===== config.mk =====
export PLATFORM = sky130hd
export DESIGN_NAME = erld_scale
export DESIGN_NICKNAME = d
export VERILOG_FILES = /design/src/rtl/extent_run_list_decoder_macros.svh /design/src/rtl/erld_pkg.sv /design/src/rtl/erld_scale.sv
export SDC_FILE = /design/constraint.sdc
export NUM_CORES = 2
export LEC_CHECK = 0
export BUFFER_PORTS_ARGS = -buffer_cell sky130_fd_sc_hd__buf_2
export CORE_MARGIN = 3
export CORE_UTILIZATION = 45
export DETAILED_ROUTE_END_ITERATION = 12
export GPL_TIMING_DRIVEN = 0
export PLACE_DENSITY = 0.57
export SLEW_MARGIN = 15
export SYNTH_ARGS = -nofsm -noshare
export SYNTH_HDL_FRONTEND = slang
export SYNTH_SLANG_ARGS = --single-unit

===== constraint.sdc =====
create_clock -name i_clk -period 12.3 [get_ports i_clk]
set_input_delay 0.615 -clock i_clk [delete_from_list [all_inputs] [get_ports i_clk]]
set_output_delay 0.615 -clock i_clk [all_outputs]
set_load 0.01 [all_outputs]

===== src/rtl/extent_run_list_decoder_macros.svh =====
// assertion macros for the extent run-list decoder
// no dependencies; taken in by the files that carry assertions
`ifndef EXTENT_RUN_LIST_DECODER_MACROS_SVH
`define EXTENT_RUN_LIST_DECODER_MACROS_SVH

// same-cycle implication
`define ERLD_ASSERT_NOW(lbl, clk, rst_n, ante, cons, msg) \
    lbl: assert property (@(posedge clk) disable iff (!rst_n) (ante) |-> (cons)) \
        else $error(msg);

// next-cycle implication
`define ERLD_ASSERT_NEXT(lbl, clk, rst_n, ante, cons, msg) \
    lbl: assert property (@(posedge clk) disable iff (!rst_n) (ante) |=> (cons)) \
        else $error(msg);

`endif


===== src/rtl/erld_pkg.sv =====
// shared types and constants for the extent run-list decoder
// no dependencies
package erld_pkg;

    localparam int unsigned CLUSTER_SIZE_W = 22;
    localparam logic [CLUSTER_SIZE_W-1:0] CLUSTER_SIZE_RST = 22'd4096;

    typedef enum logic [1:0] {
        KIND_MAPPED = 2'd0,
        KIND_SPARSE = 2'd1,
        KIND_END    = 2'd2,
        KIND_TRUNC  = 2'd3
    } t_kind;

    typedef struct packed {
        t_kind       kind;
        logic [63:0] block_count;
        logic [63:0] cluster_number;
        logic [4:0]  run_bytes;
    } t_run;

endpackage


===== src/rtl/erld_scale.sv =====
// 64 x 22 bit product wrapping at 64 bits, in two registered steps
// depends on erld_pkg
module erld_scale (
    input  logic                                i_clk,
    input  logic                                i_en_pp,
    input  logic                                i_en_sum,
    input  logic [63:0]                         i_a,
    input  logic [erld_pkg::CLUSTER_SIZE_W-1:0] i_b,
    output logic [63:0]                         o_p
);

    localparam int unsigned LO_W = 32 + erld_pkg::CLUSTER_SIZE_W;

    logic [LO_W-1:0] r_lo;
    logic [31:0]     r_hi;
    logic [63:0]     r_p;
    logic [LO_W-1:0] hi_full;

    assign hi_full = i_a[63:32] * i_b;

    always_ff @(posedge i_clk) begin
        if (i_en_pp) begin
            r_lo <= i_a[31:0] * i_b;
            r_hi <= hi_full[31:0];
        end
        if (i_en_sum) begin
            r_p <= {{(64-LO_W){1'b0}}, r_lo} + {r_hi, 32'd0};
        end
    end

    assign o_p = r_p;

endmodule


==> reports/qor.yml <==
worst_setup_path:
  worstSetupPathType: "in2reg"
  cp-start-kind: "input pin"
  worstPathMaxFanout: 10
  endpoint_kind: "flip-flop"
  critPathRequiredTime_ns: 12.40
  cp.arrival_ns: 9.52
  r2r_end: "o_p[60]$_DFFE_PP_"
  worstPathCellList: "buf_2 -> clkbuf_1 -> clkbuf_1 -> nand2_1 -> fa_1 -> fa_1 -> fa_1 -> inv_1 -> fa_1 -> fa_1 -> fa_1 -> fa_1 -> ha_1 -> clkbuf_1 -> nand2_1 -> a2111oi_4 -> o2111ai_1 -> a211oi_2 -> o211ai_1 -> nand3_1 -> o221ai_1 -> a21oi_2 -> mux2i_1 -> nand4_1"
  reg2reg_depth: 13
  r2r-start: "r_hi[0]$_DFFE_PP_"
  rrSetupSlack_ns: 9.13
  cp_common_cell: "fa_1"
  critical_path.max_stage_delay_ns: 1.04
  path_delay_family: "adder cells"
  path_depth: 24
  crit_slowest_cell: "clkbuf_1"
  cp.buffers_inverters: 5
die:
  row_count: 110
  die_x_um: 310
  io_pins: 153
  core_area_um2: 90800
  die_h_um: 310
  start_util_pct: 45.8
  dieArea_um2: 96200
sta:
  grt_setup_unrepaired: "no"
  timing.final.max_slew_violations: 0
  max_slew.worst_pin.slew_ns: 1.33
  post-route-period-util_pct: 76.6
  period_minus_slack_ns: 9.42
  skew_ns: 0.0121
  finalSetupTns_ns: 0
  setup_ws_ns: 2.88
  setup_violations: 0
  max_freq_mhz: 106
  max-slew-margin-rel_pct: 11.4
  hold_violations: 0
routing:
  post_drt_wl_per_cell_um: 24.2
  viasPerCell: 5.34
  drtPass1Iterations: 6
  vias: 30900
  ant_nets: 0
  wl_mm: 140
  drc: 0
  drt_iter0_drc: 2485
clock_tree:
  cts_repair_resize_count: 0
  cts-hold-fix-buffers: 0
  numCtsBuffers: 17
  clk_path_buf_depth: 2
  root_buffer: "clkbuf_16"
  post_cts_buffers: 0
  cts_tree: "yes"
  cts-htree-levels: 4
  clkSlewWorstSetupHoldPaths_ns: 0.06
  cts_sinks: 150
  insertion_delay_ns: 0.44
yosys:
  syn_inst: 4425
  netlist_area_um2: 41600
  synthAdderAreaFrac_pct: 55.0
  postSynthAreaPerCell_um2: 9.41
  synth-compound-area-share_pct: 4.33
  synth_flop_cell: "edfxtp_1"
  async_reset_ff_share_pct: 0
  synth.distinct_cells: 64
  synth_edf_count: 150
  synthMuxAreaShare_pct: 0.0481
  synthXorXnorAreaFrac_pct: 2.95
  synth_top_family_by_area: "adder cells"
  synth_simple_gate_area_share_pct: 16.0
  yosysSeqAreaShare_pct: 10.8
  synth_nets: 5760
  synth-seq-cells: 150
  yosys_warnings: 0
cells_and_area:
  postLayoutCellArea_um2: 44500
  drive_gt1_share_pct: 4.35
  syn_to_final_growth_pct: 6.88
  finalNetCount: 5917
  fillers: 8811
min_path:
  min_to: "o_p[7]$_DFFE_PP_"
  hold_depth: 0
  hp-class: "reg2reg"
  holdCritStartpoint: "r_lo[7]$_DFFE_PP_"
global_route:
  grt_remaining_overflow: 0
  grt_antenna_before_repair: 13
  grt_max_degree: 63
  grt_pass1_vias: 32100
  track_usage_pct: 30.2
  grt_pass1_wl_mm: 210
flow_run:
  cap_violations: 0
place:
  post-place-ws_ns: 2.65
  dpl.hpwl_mm: 117
  place_area_um2: 43900
  port_buffers: 135
  gp_congestion: 0.997
run_status:
  status: "complete, no violations"
==> placed cells by master, fill, tap and decap left out, types with 91 or more instances in the layout <==
cell,count
a21oi_1,91
and2_1,447
buf_2,136
clkbuf_1,233
edfxtp_1,150
fa_1,971
ha_1,275
inv_1,967
nand2_1,790
xnor2_1,101
==> synth_stat cells (15+ instances only) <==
cell,n,share of area [%]
a21o_1,46,0.83
a21oi_1,91,1.1
and2_1,447,6.7
clkbuf_1,240,2.2
edfxtp_1,150,11
fa_1,971,47
ha_1,275,8.3
inv_1,967,8.7
nand2_1,790,7.1
nand3_1,22,0.26
nor2_1,59,0.53
nor3_1,15,0.18
o21ai_0,35,0.42
o21bai_1,16,0.29
xnor2_1,101,2.1
xor2_1,39,0.82
==> flip-flops by register name, summed over array words and instances (netlist names) <==
| name | flops |
|---|---|
| r_hi | 32 |
| r_lo | 54 |
| o_p | 64 |
==> worst max path at each step <==
stage | start | end | slack, ns
after global placement | i_b[7] | r_lo[53]$_DFFE_PP_ | 2.70
after detailed placement | i_b[7] | r_lo[53]$_DFFE_PP_ | 2.65
after CTS | i_b[7] | r_lo[53]$_DFFE_PP_ | 3.10
final | i_b[7] | r_lo[53]$_DFFE_PP_ | 2.88
after floorplan | i_b[7] | r_hi[31]$_DFFE_PP_ | 5.28
after global routing | i_b[7] | r_lo[53]$_DFFE_PP_ | 2.79
==> final cells by class <==
class | instances | area, um^2 | area share [%]
clock buffer | 18 | 429 | 0.964
antenna | 12 | 30.0 | 0.0675
multi-input combinational | 3064 | 32600 | 73.2
timing repair buffer | 138 | 763 | 1.72
sequential | 150 | 4500 | 10.1
clock inverter | 14 | 159 | 0.357
tap | 1176 | 1470 | 3.31
inverter | 967 | 3630 | 8.16
buffer | 244 | 931 | 2.09
==> through the flow <==
step           util (%)  cells  hold slack [ns]
2_1_floorplan         -   4425            0.400
3_3_place_gp       48.2   5736            0.401
3_5_place_dp       48.3   5739            0.405
4_1_cts            48.9   5771            0.420
5_1_grt            49.0   5772            0.428
6_report           49.0   5783            0.418
==> logic make-up (layout without fill, tap and decap cells) <==
| group | after synthesis | in the layout |
|---|---|---|
| and+or+nand+nor | 1405 | 1405 |
| adders and majority gates | 1246 | 1246 |
| buffers and inverters | 1211 | 1381 |
| AOI/OAI and AO/OA | 271 | 271 |
| DFF | 150 | 150 |
| xor gates and xnor gates | 140 | 140 |
| muxes | 2 | 2 |
| other | 0 | 12 |
==> metal layers <==
metal	GRT usage (%)	wire length [um]
met3	8.64	15800
met2	44.3	59100
met4	8.74	4620
met5	0	29
met1	43.8	60600
Power is not shown: default switching activity piles up to over one toggle a cycle in this logic, so the estimate is an artifact.
