===== src/rtl/extent_run_list_decoder_macros.svh =====
// assertion macros for the extent run-list decoder
// no dependencies; taken in by the files that carry assertions
`ifndef EXTENT_RUN_LIST_DECODER_MACROS_SVH
`define EXTENT_RUN_LIST_DECODER_MACROS_SVH

// same-cycle implication
`define ERLD_ASSERT_NOW(lbl, clk, rst_n, ante, cons, msg) \
    lbl: assert property (@(posedge clk) disable iff (!rst_n) (ante) |-> (cons)) \
        else $error(msg);

// next-cycle implication
`define ERLD_ASSERT_NEXT(lbl, clk, rst_n, ante, cons, msg) \
    lbl: assert property (@(posedge clk) disable iff (!rst_n) (ante) |=> (cons)) \
        else $error(msg);

`endif


===== src/rtl/erld_pkg.sv =====
// shared types and constants for the extent run-list decoder
// no dependencies
package erld_pkg;

    localparam int unsigned CLUSTER_SIZE_W = 22;
    localparam logic [CLUSTER_SIZE_W-1:0] CLUSTER_SIZE_RST = 22'd4096;

    typedef enum logic [1:0] {
        KIND_MAPPED = 2'd0,
        KIND_SPARSE = 2'd1,
        KIND_END    = 2'd2,
        KIND_TRUNC  = 2'd3
    } t_kind;

    typedef struct packed {
        t_kind       kind;
        logic [63:0] block_count;
        logic [63:0] cluster_number;
        logic [4:0]  run_bytes;
    } t_run;

endpackage


===== src/rtl/erld_parser.sv =====
// byte parser: header / count / offset state machine and the first result register
// depends on erld_pkg
module erld_parser (
    input  logic          i_clk,
    input  logic          i_rst_n,
    input  logic          i_accept,
    input  logic          i_load,
    input  logic [7:0]    i_data_byte,
    input  logic          i_list_start,
    input  logic          i_buffer_end,
    output logic          o_res_valid,
    output erld_pkg::t_run o_res
);

    typedef enum logic [1:0] {
        PH_HEADER = 2'd0,
        PH_COUNT  = 2'd1,
        PH_OFFSET = 2'd2
    } t_phase;

    t_phase      r_phase, n_phase;
    logic [3:0]  r_count_len, n_count_len;
    logic [3:0]  r_offset_len, n_offset_len;
    logic [3:0]  r_idx, n_idx;
    logic [63:0] r_count_acc, n_count_acc;
    logic [63:0] r_offset_acc, n_offset_acc;
    logic [63:0] r_running, n_running;
    logic [4:0]  r_consumed, n_consumed;
    logic        r_res_valid;
    erld_pkg::t_run r_res;

    logic           emit;
    erld_pkg::t_run res;
    logic [3:0]     idx_inc;
    logic [4:0]     cons_inc;
    logic           is_header;
    logic [63:0]    oacc_ext;
    logic [63:0]    clus;

    function automatic logic [63:0] place_byte(input logic [63:0] acc, input logic [7:0] b,
                                               input logic [3:0] idx);
        logic [63:0] r;
        r = acc;
        if (!idx[3]) begin
            r[{idx[2:0], 3'b000} +: 8] = b;
        end
        return r;
    endfunction

    always_comb begin
        n_phase      = r_phase;
        n_count_len  = r_count_len;
        n_offset_len = r_offset_len;
        n_idx        = r_idx;
        n_count_acc  = r_count_acc;
        n_offset_acc = r_offset_acc;
        n_running    = i_list_start ? 64'd0 : r_running;
        n_consumed   = r_consumed;
        emit         = 1'b0;
        res          = '0;
        idx_inc      = r_idx + 4'd1;
        cons_inc     = r_consumed + 5'd1;
        oacc_ext     = '0;
        clus         = '0;
        is_header    = i_list_start || !((r_phase == PH_COUNT) || (r_phase == PH_OFFSET));

        if (is_header) begin
            n_count_len  = i_data_byte[3:0];
            n_offset_len = i_data_byte[7:4];
            n_consumed   = 5'd1;
            n_idx        = 4'd0;
            n_count_acc  = '0;
            n_offset_acc = '0;
            res.run_bytes = 5'd1;
            if (i_data_byte[3:0] == 4'd0) begin
                emit     = 1'b1;
                res.kind = erld_pkg::KIND_END;
                n_phase  = PH_HEADER;
            end else if (i_buffer_end) begin
                emit     = 1'b1;
                res.kind = erld_pkg::KIND_TRUNC;
                n_phase  = PH_HEADER;
            end else begin
                n_phase = PH_COUNT;
            end
        end else if (r_phase == PH_COUNT) begin
            n_consumed    = cons_inc;
            n_count_acc   = place_byte(r_count_acc, i_data_byte, r_idx);
            n_idx         = idx_inc;
            res.run_bytes = cons_inc;
            if (idx_inc >= r_count_len) begin
                if (r_offset_len == 4'd0) begin
                    emit            = 1'b1;
                    res.kind        = erld_pkg::KIND_SPARSE;
                    res.block_count = n_count_acc;
                    n_phase         = PH_HEADER;
                end else begin
                    n_phase = PH_OFFSET;
                    n_idx   = 4'd0;
                end
            end
            if (!emit && i_buffer_end) begin
                emit     = 1'b1;
                res.kind = erld_pkg::KIND_TRUNC;
                n_phase  = PH_HEADER;
            end
        end else begin
            n_consumed    = cons_inc;
            n_offset_acc  = place_byte(r_offset_acc, i_data_byte, r_idx);
            n_idx         = idx_inc;
            res.run_bytes = cons_inc;
            if (idx_inc >= r_offset_len) begin
                oacc_ext = n_offset_acc;
                if (!r_offset_len[3] && (r_running != 64'd0) && i_data_byte[7]) begin
                    oacc_ext = n_offset_acc
                             | (64'hFFFF_FFFF_FFFF_FFFF << {r_offset_len[2:0], 3'b000});
                end
                clus               = r_running + oacc_ext;
                n_offset_acc       = oacc_ext;
                n_running          = clus;
                emit               = 1'b1;
                res.kind           = erld_pkg::KIND_MAPPED;
                res.block_count    = r_count_acc;
                res.cluster_number = clus;
                n_phase            = PH_HEADER;
            end else if (i_buffer_end) begin
                emit     = 1'b1;
                res.kind = erld_pkg::KIND_TRUNC;
                n_phase  = PH_HEADER;
            end
        end
    end

    always_ff @(posedge i_clk) begin
        if (!i_rst_n) begin
            r_phase      <= PH_HEADER;
            r_count_len  <= '0;
            r_offset_len <= '0;
            r_idx        <= '0;
            r_count_acc  <= '0;
            r_offset_acc <= '0;
            r_running    <= '0;
            r_consumed   <= '0;
            r_res_valid  <= 1'b0;
        end else begin
            if (i_accept) begin
                r_phase      <= n_phase;
                r_count_len  <= n_count_len;
                r_offset_len <= n_offset_len;
                r_idx        <= n_idx;
                r_count_acc  <= n_count_acc;
                r_offset_acc <= n_offset_acc;
                r_running    <= n_running;
                r_consumed   <= n_consumed;
            end
            if (i_load) begin
                r_res_valid <= i_accept && emit;
            end
        end
        if (i_load) begin
            r_res <= res;
        end
    end

    assign o_res_valid = r_res_valid;
    assign o_res       = r_res;

endmodule


===== config.mk =====
export PLATFORM = sky130hd
export DESIGN_NAME = erld_parser
export DESIGN_NICKNAME = d
export VERILOG_FILES = /design/src/rtl/extent_run_list_decoder_macros.svh /design/src/rtl/erld_pkg.sv /design/src/rtl/erld_parser.sv
export SDC_FILE = /design/constraint.sdc
export NUM_CORES = 1
export LEC_CHECK = 0
export BUFFER_PORTS_ARGS = -buffer_cell sky130_fd_sc_hd__clkbuf_2
export CAP_MARGIN = 10
export CORE_MARGIN = 3
export CORE_UTILIZATION = 35
export CTS_BUF_LIST = sky130_fd_sc_hd__clkbuf_16
export DETAILED_ROUTE_END_ITERATION = 10
export PLACE_DENSITY_LB_ADDON = 0.25
export SYNTH_ARGS = -nofsm -noshare
export SYNTH_HDL_FRONTEND = slang
export SYNTH_SLANG_ARGS = --single-unit

===== constraint.sdc =====
create_clock -name i_clk -period 12.5 [get_ports i_clk]
set_input_delay 0.625 -clock i_clk [delete_from_list [all_inputs] [get_ports i_clk]]
set_output_delay 0.625 -clock i_clk [all_outputs]
set_load 0.05 [all_outputs]

==> impl_metrics.toml <==
[status]
status = "completed"

[clocking]
cts_buffers = 40
cts_setup_buffers = 0
clk_path_buf_depth = 3
path_clk_slew_ns = 0.06
clock-root-buffer = "clkbuf_16"
clk_latency_ns = 0.57
cts-resized-gates = 0
cts_tree = "yes"
cts_max_level = 2
cts.sink_count = 347
postCtsHoldBufs = 0

[place]
io_buffers = 149
dp_hpwl_um = 40970
gp_congestion = 0.9311

[routing]
drt_wl_total_um = 59000
via_per_inst = 5.721
num_vias = 15850
first_pass_iters = 6
drc = 0
wl_per_cell_um = 21.30
antenna_left = 0
drt_iter0_drc = 1412

[worst_setup_path]
worstPathArrival_ns = 6.50
worst_ep_required_time_ns = 12.81
path_cells = "nor4_1, nand4_1, or4_1, nand3_1, or3_1, or2_2, nand3_1, ha_1, a21oi_1, a31oi_1, a221oi_2, o211ai_1, a31oi_1, o31ai_1, xor2_1, and2_1"
crit_fanout = 15
cpMaxStageDelayCell = "nor4_1"
path_class = "flip-flop to flip-flop"
critPathMaxStageDelay_ns = 0.74
rrSetupSlack_ns = 6.31
critPathCaptureType = "flip-flop"
startpoint_type = "flip-flop"

[final_layout]
fin_nets = 2149
area_delta_synth_final_pct = 12.61
drive_gt1_frac = 0.1178
fillers = 5177

[sta]
final.min_clock_period_ns = 6.189
final_hold_viol_count = 0
drv_slew = 0
fin_setup_tns_ns = 0
fmax_mhz = 161.6
worst_slew_pin_slew_ns = 0.9848
finClkSkew_ns = 0.02000
finalSetupViolCount = 0
rsz0062_at_grt = "false"
max_slew_margin = 0.3421
post-route-period-util = 0.4951
hold_ws_ns = 0.4470

[power_and_ir_drop]
powerDensity_mw_per_mm2 = 122.8
p_leak_nw = 8.141
ir_worst_vdd_uv = 75.09

[floorplanning]
coreArea_mm2 = 0.05172
rows = 83
die_w_um = 235.6
ios = 150
initial_utilization = 0.3568
die_h_um = 235.6
die_area_mm2 = 0.05551

[yosys]
synth.yosys.seq_area_share = 0.4497
yosys_warnings = 0
syn_area_mm2 = 0.01845
avgSynthCellArea_um2 = 9.290
ys_types = 78
yosys_most_used_dff = "dfxtp_1"
syn_inst = 1986
synth-edff-count = 135
ys_async_sr_fraction = 0
syn_nets = 2078
synth-seq-cells = 347

[global_route]
grt-ovfl-total = 0
grt_pass1_vias = 15040
antenna_found_initial = 2
grt_pass1_wl_um = 89910
grt_max_degree = 95
grtUsageTotal = 0.2040

[worst_hold_path]
hp-class = "primary input to flip-flop"

[flow_run]
maxCapViolCount = 0
synthesized netlist by cell type (all sizes together) (4+ instances only):
cell type / instances / area (µm²)
mux2i: 30 / 300.3
a21o: 39 / 292.8
a31oi: 14 / 87.58
nand3: 72 / 360.4
dfxtp: 212 / 4244
nor2: 91 / 344.1
o21ai: 76 / 384.1
a22o: 96 / 849.6
a21oi: 218 / 1125
and3: 4 / 25.02
ha: 77 / 963.4
nand2: 205 / 772.0
and2: 40 / 250.2
nor3: 21 / 105.1
o21a: 10 / 75.07
nand2b: 15 / 93.84
nor3b: 7 / 57.55
edfxtp: 135 / 4054
o211ai: 7 / 57.55
a211o: 6 / 52.55
xnor2: 37 / 324.1
o31ai: 6 / 45.04
clkbuf: 109 / 430.4
nor2b: 159 / 994.7
xor2: 19 / 166.4
nor4: 23 / 143.9
inv: 33 / 123.9
o21bai: 15 / 112.6
a22oi: 78 / 585.6
buf: 23 / 158.9
a21boi: 20 / 150.2
or3: 8 / 50.05
nand4: 29 / 181.4
or4: 5 / 45.04
a221oi: 5 / 62.56
or2: 6 / 37.54
kinds of logic after synthesis:
kind of cell             Yosys count  share of synthesized area
AO/OA/AOI/OAI                    616                     0.2238
buffers and inverters            165                    0.03865
adder cells (fa/ha/maj)           78                    0.05330
XOR/XNOR                          56                    0.02658
multiplexers                      30                    0.01628
AND/OR/NAND/NOR                  694                     0.1916
flip-flops                       347                     0.4497
per-layer routing:
| layer | vias up | track usage | routed length, µm |
|---|---|---|---|
| li1 | 7413 | - | - |
| met5 | - | 0 | 27 |
| met2 | 554 | 0.3219 | 26820 |
| met3 | 94 | 0.03843 | 3592 |
| met1 | 7783 | 0.2856 | 27140 |
| met4 | 4 | 0.05752 | 1420 |
critical path: cells and delay by family, from the launching register on:
family / cells / cell delay, ns
AOI/OAI and AO/OA: 6 / 2.18
DFF: 1 / 0.33
and+or+nand+nor: 8 / 2.90
adders and majority gates: 1 / 0.36
xor gates and xnor gates: 1 / 0.19
stage by stage:
stage	worst slack (ns)	power, mW	utilization	cell area [µm²]	cells
after detailed placement	6.521	1.479	0.3783	19560	2695
after floorplan	7.919	1.402	-	18450	1986
final	6.311	2.551	0.4018	20780	2770
after CTS	6.527	2.578	0.4017	20770	2769
after global routing	6.029	2.646	0.4017	20770	2769
after global placement	6.548	1.478	0.3782	19560	2694
area by class of cell:
class | count | area [µm²] | area share
diodes | 1 | 2.502 | 0.0001204
clock buffers | 41 | 1026 | 0.04938
clock inverters | 33 | 185.2 | 0.008912
inverters | 33 | 123.9 | 0.005962
multi-input cells | 1474 | 9449 | 0.4548
flip-flops and latches | 347 | 8298 | 0.3994
well taps | 680 | 850.8 | 0.04095
repair buffers | 161 | 842.1 | 0.04053
layout by cell type, fill, tap and decap left out, types with 15 or more instances in the layout:
cell type and n:
xor2_1 19, edfxtp_1 135, o21ai_0 49, nor4_1 23, nor2b_1 159, inv_1 40, clkbuf_16 41, xnor2_1 37
a21oi_1 211, nand2_1 204, a21o_1 39, dfxtp_1 212, o21bai_1 15, nand3_1 71, ha_1 77, nand4_1 29
a22o_1 95, a22oi_1 78, o21ai_1 26, mux2i_1 30, a21boi_0 15, nand2b_1 15, nor3_1 20, and2_1 40
nor2_1 90, clkbuf_2 147
where the power goes:
part           internal (mW)  switching [mW]  total, mW
clock network          0.617           0.477       1.09
registers               1.19          0.0103       1.20
logic                 0.0574           0.197      0.254
state kept, by name, indices dropped and copies added, names as in the netlist:
| name | flops |
|---|---|
| r_count_acc | 64 |
| r_offset_len | 4 |
| r_consumed | 5 |
| r_phase | 2 |
| r_idx | 4 |
| o_res | 135 |
| r_count_len | 4 |
| r_offset_acc | 64 |
| o_res_valid | 1 |
| r_running | 64 |
final timing paths:
path	start	to	cells past startpoint
worst max register to register	r_running[2]	o_res[38]	16
worst max-delay path	r_running[2]	o_res[38]	16
worst min-delay path	i_buffer_end	r_phase[1]	3
worst min register to register	r_phase[1]	r_phase[1]	2
Note: power is estimated with default switching activity, not from simulation.
